## config.mk

```make
export PLATFORM = sky130hd
export DESIGN_NAME = wssd_div
export DESIGN_NICKNAME = d
export VERILOG_FILES = /design/src/design/wssd_pkg.sv /design/src/design/wssd_div.sv
export SDC_FILE = /design/constraint.sdc
export NUM_CORES = 1
export LEC_CHECK = 0
export BUFFER_PORTS_ARGS = -buffer_cell sky130_fd_sc_hd__buf_2
export CORE_MARGIN = 1
export CORE_UTILIZATION = 30
export DETAILED_ROUTE_END_ITERATION = 8
export HOLD_SLACK_MARGIN = 0.02
export SLEW_MARGIN = 20
export SYNTH_ARGS = -nofsm -noshare
export SYNTH_HDL_FRONTEND = slang
export SYNTH_SLANG_ARGS = --single-unit
```

## constraint.sdc

```tcl
create_clock -name aclk -period 2.6 [get_ports aclk]
set_clock_uncertainty 0.2 [all_clocks]
set_input_delay 0.26 -clock aclk [delete_from_list [all_inputs] [get_ports aclk]]
set_output_delay 0.26 -clock aclk [all_outputs]
set_load 0.03 [all_outputs]
```

## src/design/wssd_pkg.sv

```systemverilog
// Shared constants and types for the windowed slope stability detector.
package wssd_pkg;

    localparam int CFG_IDX_W  = 1;
    localparam int CFG_DATA_W = 24;
    localparam int WIN_LEN_W  = 7;
    localparam int FRAC_W     = 24;
    localparam int FRAC_SHIFT = 24;

    localparam logic [CFG_IDX_W-1:0] REG_WINDOW_LENGTH      = 1'b0;
    localparam logic [CFG_IDX_W-1:0] REG_STABILITY_FRACTION = 1'b1;

    localparam logic [WIN_LEN_W-1:0] WIN_LEN_RESET = 7'd10;
    localparam logic [FRAC_W-1:0]    FRAC_RESET    = 24'd167772;

    typedef struct packed {
        logic busy;
        logic done;
    } div_status_t;

endpackage

```

## src/design/wssd_div.sv

```systemverilog
// Restoring divider, one quotient bit per cycle.
module wssd_div #(
    parameter int NUM_W = 70,
    parameter int DEN_W = 22
) (
    input  logic                      aclk,
    input  logic                      aresetn,
    input  logic                      start,
    input  logic [NUM_W-1:0]          num,
    input  logic [DEN_W-1:0]          den,
    output logic [NUM_W-1:0]          quot,
    output wssd_pkg::div_status_t     status
);
    import wssd_pkg::*;

    localparam int CNT_W = $clog2(NUM_W + 1);

    logic [NUM_W-1:0] work_reg;
    logic [DEN_W-1:0] rem_reg;
    logic [DEN_W-1:0] den_reg;
    logic [CNT_W-1:0] cnt_reg;
    logic             busy_reg;
    logic             done_reg;

    logic [DEN_W:0]   trial;
    logic             ge;
    logic [DEN_W-1:0] rem_next;
    logic [NUM_W-1:0] work_next;

    always_comb begin
        trial     = {rem_reg, work_reg[NUM_W-1]};
        ge        = trial >= {1'b0, den_reg};
        rem_next  = ge ? DEN_W'(trial - {1'b0, den_reg}) : DEN_W'(trial);
        work_next = {work_reg[NUM_W-2:0], ge};
    end

    always_ff @(posedge aclk) begin
        if (!aresetn) begin
            busy_reg <= 1'b0;
            done_reg <= 1'b0;
            cnt_reg  <= '0;
        end else if (start) begin
            busy_reg <= 1'b1;
            done_reg <= 1'b0;
            cnt_reg  <= CNT_W'(NUM_W);
        end else if (busy_reg) begin
            cnt_reg <= cnt_reg - CNT_W'(1);
            if (cnt_reg == CNT_W'(1)) begin
                busy_reg <= 1'b0;
                done_reg <= 1'b1;
            end
        end
    end

    always_ff @(posedge aclk) begin
        if (start) begin
            work_reg <= num;
            rem_reg  <= '0;
            den_reg  <= den;
        end else if (busy_reg) begin
            work_reg <= work_next;
            rem_reg  <= rem_next;
        end
    end

    assign quot        = work_reg;
    assign status.busy = busy_reg;
    assign status.done = done_reg;

endmodule

```

# --- Word-level counts from Yosys, hierarchy flattened ---
# Cells that the tools add are included.
classes:
  bitwise_logic: 1
  eq_ne: 1
  reduce_logical: 3
  n_lt_le_gt_ge: 1
  n_addsub: 2
  muxes: 8
op_table:
  columns: ["op", "n"]
  rows:
  - ["70-bit two-way mux", 2]
  - ["23-bit by 22-bit greater-or-equal comparator with 1-bit output", 1]
  - ["22-bit two-way mux", 1]
  - ["22-bit subtractor", 1]
  - ["7-bit two-way mux", 2]
  - ["7-bit by 1-bit equality test with 1-bit output (second input constant)", 1]
  - ["7-bit by 1-bit subtractor with 7-bit output (second input constant)", 1]
  - ["1-bit two-way mux", 3]
  - ["2-bit AND reduction", 1]
  - ["2-bit nonzero test", 1]
  - ["2-bit OR reduction", 1]
  - ["1-bit inverter", 1]
totals:
  inputBits: 95
  output_inout_bits: 72
  ff_bits: 123

# --- Depth between registers and ports, before layout ---
# Gate-level depths: netlist of the first run.
logic_depth:
  ltp_word: 4
  ltp_mapped: 13

# --- Least setup slack after synthesis of the first run ---
# Ideal clock, no wire load.
synth_path:
  path_type: "register -> register"
  startpoint: "reg work_reg[69] (netlist: quot[69])"
  endpoint: "reg rem_reg[14]"
  slack_ps: -461
  t_arrival_ps: 2776
  synth_period_minus_slack_ps: 3061
  setup_time_ps: 86
  path_stages_with_launch: 13
  cell_sequence: "edfxtp_1 -> inv_1 -> ha_1 -> inv_1 -> fa_1 -> a211oi_1 -> o21ai_1 -> a41o_1 -> a211o_1 -> a21oi_1 -> xnor2_1 -> mux2i_1 -> a211oi_1"
synth_via:
  elab_chain_len: 2
  word_cells_on_any_way: 3
  cone_classes: "add/sub (1); order compare (1); mux (1)"
synth_rtl:
  columns: ["item", "line", "rtl"]
  rows:
  - ["from (decl)", "wssd_div.sv:18", "logic [NUM_W-1:0] work_reg;"]
  - ["from (signal assigned)", "wssd_div.sv:57", "work_reg <= num;"]
  - ["from (signal assigned)", "wssd_div.sv:61", "work_reg <= work_next;"]
  - ["22-bit subtractor or 23-bit by 22-bit greater-or-equal comparator with 1-bit output (tied branches)", "wssd_div.sv:33, wssd_div.sv:32", null]
  - ["22-bit two-way mux (*)", "wssd_div.sv:33", "rem_next = ge ? DEN_W'(trial - {1'b0, den_reg}) : DEN_W'(trial);"]
  - ["to (signal assigned)", "wssd_div.sv:62", "rem_reg <= rem_next;"]
  - ["to (decl)", "wssd_div.sv:19", "logic [DEN_W-1:0] rem_reg;"]
# Every way passes the cells marked *; elsewhere a longest branch is shown, timed or not.
# A chain may end at the register's enable or synchronous reset.

# --- Worst setup path in the final report of the first run ---
# Same ends and word-level chain as after synthesis.

==> impl_table.tex, run 1 <==
\begin{tabular}{lr}
\hline
Metric & Value \\
\hline
\multicolumn{2}{l}{\textbf{Outcome}} \\
Outcome & finished with violations \\
Failing checks & negative setup slack \\
\multicolumn{2}{l}{\textbf{Worst setup path}} \\
Critical Setup Path Class & reg2reg \\
Depth of the most critical reg-to-reg path & 12 \\
CP Data Arrival Time & 2840 ps \\
Crit end category & flop \\
Launch instance of the worst register-to-register path & quot[69] \\
Critical Path, Cell by Cell & inv\_1 > ha\_2 > inv\_2 > fa\_2 > a211oi\_2 > o21ai\_1 > a41o\_1 > a211o\_1 > a21oi\_2 > xnor2\_1 > mux2i\_1 > a211oi\_1 \\
Crit path launch type & flop \\
Worst path required time & 2730 ps \\
Launch point of the critical path & quot[69] \\
Slowest library cell on the worst path & sky130\_fd\_sc\_hd\_\_edfxtp\_1 \\
Critical Path Max Stage Delay & 380 ps \\
Crit path max fanout & 3 \\
\multicolumn{2}{l}{\textbf{Layout}} \\
Number of nets in the finished design & 936 \\
Most frequent cells in the layout & sky130\_fd\_sc\_hd\_\_buf\_2, sky130\_fd\_sc\_hd\_\_dlygate4sd3\_1, sky130\_fd\_sc\_hd\_\_edfxtp\_1 \\
Sequential standard cell area & 0.00338 mm\^{}2 \\
Fillcell total & 1,856 \\
Inserted Diodes & 0 \\
Area taken by multi-input logic gates & 0.00285 mm\^{}2 \\
Most common library cell in the layout ignoring fill and taps & sky130\_fd\_sc\_hd\_\_buf\_2 \\
Core utilization of the finished layout & 46.7\% \\
Summed area of non-filler cells in the final layout & 0.00948 mm\^{}2 \\
Area added between synthesis and finish & 52.1\% \\
Number of flip-flops under the largest register name & 70 \\
Share of final-layout standard cells stronger than drive strength 1 & 44.6\% \\
\multicolumn{2}{l}{\textbf{Die}} \\
Area of the core region & 0.0203 mm\^{}2 \\
DIE WIDTH & 146 um \\
Number of core rows & 52 \\
Top-Level Pins & 167 \\
Vertical die dimension & 146 um \\
Floorplan die area & 0.0214 mm\^{}2 \\
Starting density of the core & 30.7\% \\
\multicolumn{2}{l}{\textbf{Timing}} \\
Worst hold slack & 173 ps \\
Share of the clock period used by the worst path & 104\% \\
Worst slew pin tran & 780 ps \\
Final-report hold violation count & 0 \\
Final setup viols & 5 \\
Tightest slew margin relative to the limit & 47.8\% \\
Unrepaired setup endpoints after global routing & yes \\
Worst Slack Setup Final & -106 ps \\
Peak clock frequency supported by timing & 369 MHz \\
Final number of max-transition violations & 0 \\
Final min period & 2710 ps \\
\multicolumn{2}{l}{\textbf{Yosys}} \\
Top cells by area in the synthesized netlist & sky130\_fd\_sc\_hd\_\_edfxtp\_1, sky130\_fd\_sc\_hd\_\_mux2\_2, sky130\_fd\_sc\_hd\_\_dfxtp\_1 \\
Cell area after synthesis & 0.00623 mm\^{}2 \\
Portion of synthesized cell area occupied by the leading cell type & 44.3\% \\
Mapped Nets & 629 \\
Proportion of register bits with asynchronous set or reset after synthesis & 0\% \\
Number of distinct standard cells referenced by the synthesized netlist & 60 \\
Post-synth top flop & sky130\_fd\_sc\_hd\_\_edfxtp\_1 \\
Ys Warns & 0 \\
Synthesized instance count & 509 \\
Avg Inst Size Synth & 12.2 um\^{}2 \\
Leading area contributor after synthesis & sky130\_fd\_sc\_hd\_\_edfxtp\_1 \\
Total of flip-flops plus latches after synthesis & 123 \\
Count of flip-flops with a built-in enable after synthesis & 92 \\
Sequential share of the synthesized area & 54.3\% \\
\multicolumn{2}{l}{\textbf{Pwr}} \\
Combinational group share of total power & 22.7\% \\
Net switching component of the power & 1.80 mW \\
Clock network fraction of design power & 36.8\% \\
Switching portion of total power & 30.1\% \\
Total power density per cell area & 631 mW/mm\^{}2 \\
Total chip power & 5.99 mW \\
Int Power & 4.19 mW \\
Leakage Power & 3.96 nW \\
Maximum vdd ir drop & 451 uV \\
Power share of the sequential group & 40.5\% \\
\multicolumn{2}{l}{\textbf{Clock network}} \\
\# H-tree levels & 4 \\
CTS Root Cell & sky130\_fd\_sc\_hd\_\_clkbuf\_16 \\
Insertion delay to the later sink of the worst-skew pair & 420 ps \\
Number of buffers on the longest clock path & 2 \\
Number of buffers created by CTS & 17 \\
Clock transition at path regs & 60 ps \\
Clock tree from TritonCTS & built \\
Clk sinks & 123 \\
\multicolumn{2}{l}{\textbf{Global route}} \\
Pin count of the biggest net entering global routing & 87 \\
Via count of the first global-routing pass & 5,407 \\
GRT Residual Overflow & 0 \\
Total routing resource utilization after global routing & 16.2\% \\
Initial antenna violation count & 0 \\
First-pass GRT wire length & 27,200 um \\
\multicolumn{2}{l}{\textbf{Detailed routing}} \\
Drt via density & 4.67 \\
Iteration-0 DRC Markers & 193 \\
Total wire length after detailed routing & 16,900 um \\
Number of iterations in the first detailed-routing pass & 4 \\
Remaining routing DRC violations & 0 \\
Avg WL per Cell & 15.4 um \\
Post-DRT Antenna Nets & 0 \\
Via Count & 5,130 \\
\multicolumn{2}{l}{\textbf{Place}} \\
Final HPWL from detailed placement & 11,100 um \\
Placed inst area & 0.00767 mm\^{}2 \\
Placer congestion estimate & 0.791 \\
Port bufs & 166 \\
\multicolumn{2}{l}{\textbf{Run}} \\
Max-cap check violation count & 0 \\
\multicolumn{2}{l}{\textbf{Hold path}} \\
Type of the tightest min-delay check & in2reg \\
Worst Hold Launch & start \\
Number of stages on the worst hold path & 4 \\
\hline
\end{tabular}
synth_stat cells, drive strengths merged (4+ instances only):
cell type  count
dfxtp         31
ha            24
a211oi        10
inv           32
a21o          12
mux2          70
a21oi         27
buf           17
o21ai          8
xnor2         16
o21bai         5
edfxtp        92
xor2           7
o21a           4
nor2          30
nor3           8
nand3         16
clkbuf         7
mux2i         10
nor4           4
nand2         29
per-stage QoR:
| step | worst slack (ps) | setup TNS (ps) | cells |
|---|---|---|---|
| floorplan | -240 | -445 | 509 |
| global placement | -163 | -336 | 965 |
| detailed placement | -199 | -535 | 965 |
| CTS | -181 | -573 | 1092 |
| global route | -265 | -1630 | 1099 |
| finish | -106 | -289 | 1099 |
worst paths after layout:
kind	end	slack, ps
worst min register to register	done_reg	250
worst max register to register	rem_reg[14]	-110
worst max-delay path	rem_reg[14]	-110
worst min-delay path	rem_reg[8]	170
timing repair:
item,4_1_cts,5_1_grt
setup buffers,2,7
setup endpoints to repair,7,23
resized for setup,3,47
hold endpoints to repair,96,0
hold buffers,93,0
cloned,0,1
pin swaps,9,35
critical path: cells and delay by family, from the launching register on:
kind                     cells  cell delay, ps
XOR/XNOR                     1             120
multiplexers                 1              90
buffers and inverters        2             110
AO/OA/AOI/OAI                6            1210
flip-flops                   1             380
adder cells (fa/ha/maj)      2             520
cell type report:
| type | count | share of cell area, % |
|---|---|---|
| multi-input cells | 328 | 30.0 |
| clock buffers | 18 | 4.53 |
| repair buffers | 314 | 23.7 |
| flip-flops and latches | 123 | 35.7 |
| clock inverters | 14 | 1.20 |
| inverters | 32 | 1.27 |
| well taps | 270 | 3.56 |
metal layers:
layer  GRT usage (%)  vias up  wire length (um)
met5               0        -                 0
met4            6.77        0               359
met3            4.94       27              1050
met2            26.8      156              8060
met1            19.5     2429              7470
li1                -     2518                 -
cell families after synthesis:
logic type	count (synthesis)	synth area share, %
compound gates	93	10.4
buf+inv	58	4.46
fa+ha+maj	25	5.14
mux	80	14.3
flops	123	54.3
simple gates	107	8.21
xor+xnor	23	3.23
power groups by stage:
stage / clock [mW] / sequential [mW] / combinational [mW]
floorplan: 0 / 2.67 / 0.532
global placement: 0 / 2.45 / 1.15
finish: 2.20 / 2.42 / 1.36
global route: 2.33 / 2.44 / 1.47
detailed placement: 0 / 2.45 / 1.16
CTS: 2.26 / 2.41 / 1.28
Power figures use the tool's default switching activity.
==> inputs of run 2 (changes only) <==
--- a/config.mk
+++ b/config.mk
@@ -6,11 +6,14 @@
 export NUM_CORES = 1
 export LEC_CHECK = 0
 export BUFFER_PORTS_ARGS = -buffer_cell sky130_fd_sc_hd__buf_2
+export CELL_PAD_IN_SITES_DETAIL_PLACEMENT = 1
+export CELL_PAD_IN_SITES_GLOBAL_PLACEMENT = 1
+export CORE_ASPECT_RATIO = 1.75
 export CORE_MARGIN = 1
 export CORE_UTILIZATION = 30
 export DETAILED_ROUTE_END_ITERATION = 8
 export HOLD_SLACK_MARGIN = 0.02
-export SLEW_MARGIN = 20
+export PLACE_DENSITY_LB_ADDON = 0.1
 export SYNTH_ARGS = -nofsm -noshare
 export SYNTH_HDL_FRONTEND = slang
 export SYNTH_SLANG_ARGS = --single-unit
==> run 2 against run 1 <==
Effect of this change: the flow finishes with violations (design-rule violations, negative setup slack); sequential cell count did not move; final cell count barely moved; final area rose by 3.1%; global-route usage increased by 3.0 points.
==> impl_table.tex, run 2 (same netlist as run 1, synthesis figures left out) <==
\begin{tabular}{lr}
\hline
Metric & Value \\
\hline
\multicolumn{2}{l}{\textbf{Die}} \\
Top-Level Pins & 167 (unchanged) \\
Starting density of the core & 30.6\% (was 30.7\%) \\
Floorplan die area & 0.0214 mm\^{}2 (about the same) \\
Area of the core region & 0.0204 mm\^{}2 (was 0.0203 mm\^{}2) \\
Vertical die dimension & 193 um (was 146 um) \\
Number of core rows & 69 (was 52) \\
DIE WIDTH & 111 um (was 146 um) \\
\multicolumn{2}{l}{\textbf{Global route}} \\
Via count of the first global-routing pass & 6,057 (was 5,407) \\
Pin count of the biggest net entering global routing & 42 (was 87) \\
GRT Residual Overflow & 0 (unchanged) \\
First-pass GRT wire length & 31,100 um (was 27,200 um) \\
Total routing resource utilization after global routing & 19.2\% (was 16.2\%) \\
Initial antenna violation count & 0 (unchanged) \\
\multicolumn{2}{l}{\textbf{Detailed routing}} \\
Via Count & 5,356 (was 5,130) \\
Remaining routing DRC violations & 2 (was 0) \\
Post-DRT Antenna Nets & 0 (unchanged) \\
Drt via density & 4.88 (was 4.67) \\
Iteration-0 DRC Markers & 115 (was 193) \\
Avg WL per Cell & 17.9 um (was 15.4 um) \\
Number of iterations in the first detailed-routing pass & 6 (was 4) \\
Total wire length after detailed routing & 19,700 um (was 16,900 um) \\
\multicolumn{2}{l}{\textbf{Run}} \\
Max-cap check violation count & 0 (unchanged) \\
\multicolumn{2}{l}{\textbf{Worst setup path}} \\
CP Data Arrival Time & 2910 ps (was 2840 ps) \\
Worst path required time & 2740 ps (was 2730 ps) \\
Worst path most repeated cell & sky130\_fd\_sc\_hd\_\_inv\_2 \\
Crit end category & flop (unchanged) \\
Buffering stage count on the worst path with inverters included & 3 (was 2) \\
Cell type group with the largest total delay on the critical path & compound AO/OA/AOI/OAI gates (unchanged) \\
Crit path max fanout & 2 (was 3) \\
Crit path launch type & flop (unchanged) \\
Slowest library cell on the worst path & sky130\_fd\_sc\_hd\_\_edfxtp\_1 (unchanged) \\
Critical Path, Cell by Cell & inv\_2 > ha\_4 > inv\_2 > fa\_2 > a211oi\_4 > o21ai\_2 > a41o\_1 > buf\_6 > a21o\_1 > a21oi\_2 > xnor2\_1 > mux2i\_1 > a211oi\_1 (was inv\_1 > ha\_2 > inv\_2 > fa\_2 > a211oi\_2 > o21ai\_1 > a41o\_1 > a211o\_1 > a21oi\_2 > xnor2\_1 > mux2i\_1 > a211oi\_1) \\
Critical Setup Path Class & reg2reg (unchanged) \\
Critical Path Max Stage Delay & 400 ps (was 380 ps) \\
\multicolumn{2}{l}{\textbf{Timing}} \\
Final-report hold violation count & 0 (unchanged) \\
Share of the clock period used by the worst path & 107\% (was 104\%) \\
Sum Neg Setup Slack & -513 ps (was -289 ps) \\
Unrepaired setup endpoints after global routing & yes (unchanged) \\
Final min period & 2770 ps (was 2710 ps) \\
Peak clock frequency supported by timing & 361 MHz (was 369 MHz) \\
Final number of max-transition violations & 0 (unchanged) \\
Tightest slew margin relative to the limit & 66.9\% (was 47.8\%) \\
Worst slew pin tran & 492 ps (was 780 ps) \\
Final setup viols & 6 (was 5) \\
Worst Slack Setup Final & -172 ps (was -106 ps) \\
\multicolumn{2}{l}{\textbf{Pwr}} \\
Maximum vdd ir drop & 542 uV (was 451 uV) \\
Switching portion of total power & 27.1\% (was 30.1\%) \\
Power share of the sequential group & 36.1\% (was 40.5\%) \\
Clock network fraction of design power & 42.3\% (was 36.8\%) \\
Combinational group share of total power & 21.6\% (was 22.7\%) \\
Leakage Power & 4.13 nW (was 3.96 nW) \\
Int Power & 4.89 mW (was 4.19 mW) \\
Net switching component of the power & 1.82 mW (was 1.80 mW) \\
Total power density per cell area & 687 mW/mm\^{}2 (was 631 mW/mm\^{}2) \\
\multicolumn{2}{l}{\textbf{Layout}} \\
Number of flip-flops under the largest register name & 70 (unchanged) \\
Most common library cell in the layout ignoring fill and taps & sky130\_fd\_sc\_hd\_\_buf\_2 (unchanged) \\
Number of nets in the finished design & 957 (was 936) \\
Inserted Diodes & 0 (unchanged) \\
Share of final-layout standard cells stronger than drive strength 1 & 46.7\% (was 44.6\%) \\
Core utilization of the finished layout & 48.0\% (was 46.7\%) \\
Area added between synthesis and finish & 56.8\% (was 52.1\%) \\
Most frequent cells in the layout & sky130\_fd\_sc\_hd\_\_buf\_2, sky130\_fd\_sc\_hd\_\_dlygate4sd3\_1, sky130\_fd\_sc\_hd\_\_edfxtp\_1 (unchanged) \\
\multicolumn{2}{l}{\textbf{Place}} \\
Port bufs & 166 (unchanged) \\
Pre-CTS setup slack & -359 ps (was -199 ps) \\
Placer congestion estimate & 0.808 (was 0.791) \\
Final HPWL from detailed placement & 14,000 um (was 11,100 um) \\
\multicolumn{2}{l}{\textbf{Clock network}} \\
\# H-tree levels & 4 (unchanged) \\
Clock tree from TritonCTS & built (unchanged) \\
Clk sinks & 123 (unchanged) \\
Insertion delay to the later sink of the worst-skew pair & 430 ps (was 420 ps) \\
Number of buffers created by CTS & 17 (unchanged) \\
Clock transition at path regs & 60 ps (about the same) \\
Number of buffers on the longest clock path & 2 (unchanged) \\
CTS Root Cell & sky130\_fd\_sc\_hd\_\_clkbuf\_16 (unchanged) \\
\multicolumn{2}{l}{\textbf{Outcome}} \\
Failing checks & design-rule violations, negative setup slack (was negative setup slack) \\
Outcome & finished with violations (unchanged) \\
\multicolumn{2}{l}{\textbf{Hold path}} \\
Type of the tightest min-delay check & reg2reg (was in2reg) \\
\hline
\end{tabular}
[run 2: layout make-up]
type / count / area (um^2)
Clock buffer: 17 / 425
Clock inverter: 15 / 272
Fill cell: 2193 / 10600
Inverter: 32 / 120
Multi-Input combinational cell: 328 / 2850
Sequential cell: 123 / 3380
Tap cell: 248 / 310
Timing Repair Buffer: 335 / 2410
[run 2: worst paths after layout]
kind                            startpoint           to  slack [ps]  depth (start not counted)
worst min-delay path              done_reg     done_reg         250                          2
worst max-delay path              quot[69]  rem_reg[12]        -170                         13
worst min register to register    done_reg     done_reg         250                          2
worst max register to register    quot[69]  rem_reg[12]        -170                         13
[run 2: stage by stage]
stage | power (mW) | hold slack, ps | instances | cell area, um^2
after global routing | 6.99 | 268 | 1098 | 9770
final | 6.71 | 246 | 1098 | 9770
after CTS | 6.75 | 252 | 1093 | 9580
after detailed placement | 3.68 | 238 | 958 | 7750
after global placement | 3.65 | 236 | 958 | 7750
after floorplan | 3.21 | 159 | 509 | 6260
[run 2: worst reg2reg max path, cell delays in order, from the launching register on]
cell and delay, ps:
sky130_fd_sc_hd__edfxtp_1 400, sky130_fd_sc_hd__inv_2 90, sky130_fd_sc_hd__ha_4 130, sky130_fd_sc_hd__inv_2 40, sky130_fd_sc_hd__fa_2 360, sky130_fd_sc_hd__a211oi_4 250
sky130_fd_sc_hd__o21ai_2 80, sky130_fd_sc_hd__a41o_1 250, sky130_fd_sc_hd__buf_6 130, sky130_fd_sc_hd__a21o_1 150, sky130_fd_sc_hd__a21oi_2 140, sky130_fd_sc_hd__xnor2_1 120
sky130_fd_sc_hd__mux2i_1 90, sky130_fd_sc_hd__a211oi_1 240
[run 2: repair_timing]
action | in CTS | in global routing
setup endpoints to repair | 21 | 23
buffers inserted | 8 | 7
resized for setup | 25 | 37
hold buffers | 94 | 0
pin swaps | 31 | 42
gates cloned | 1 | 0
hold endpoints to repair | 98 | 0
[run 2: power groups by stage]
| stage | logic (mW) | clock network [mW] | registers, mW |
|---|---|---|---|
| 6_report | 1.45 | 2.84 | 2.43 |
| 5_1_grt | 1.56 | 2.98 | 2.45 |
| 4_1_cts | 1.40 | 2.92 | 2.42 |
| 3_5_place_dp | 1.23 | 0 | 2.45 |
| 3_3_place_gp | 1.20 | 0 | 2.45 |
| 2_1_floorplan | 0.532 | 0 | 2.67 |
[run 2: layer usage]
| metal | wire [um] | track usage, % |
|---|---|---|
| met1 | 6890 | 17.8 |
| met2 | 11100 | 37.6 |
| met3 | 1040 | 5.65 |
| met4 | 624 | 10.1 |
| met5 | 0 | 0 |
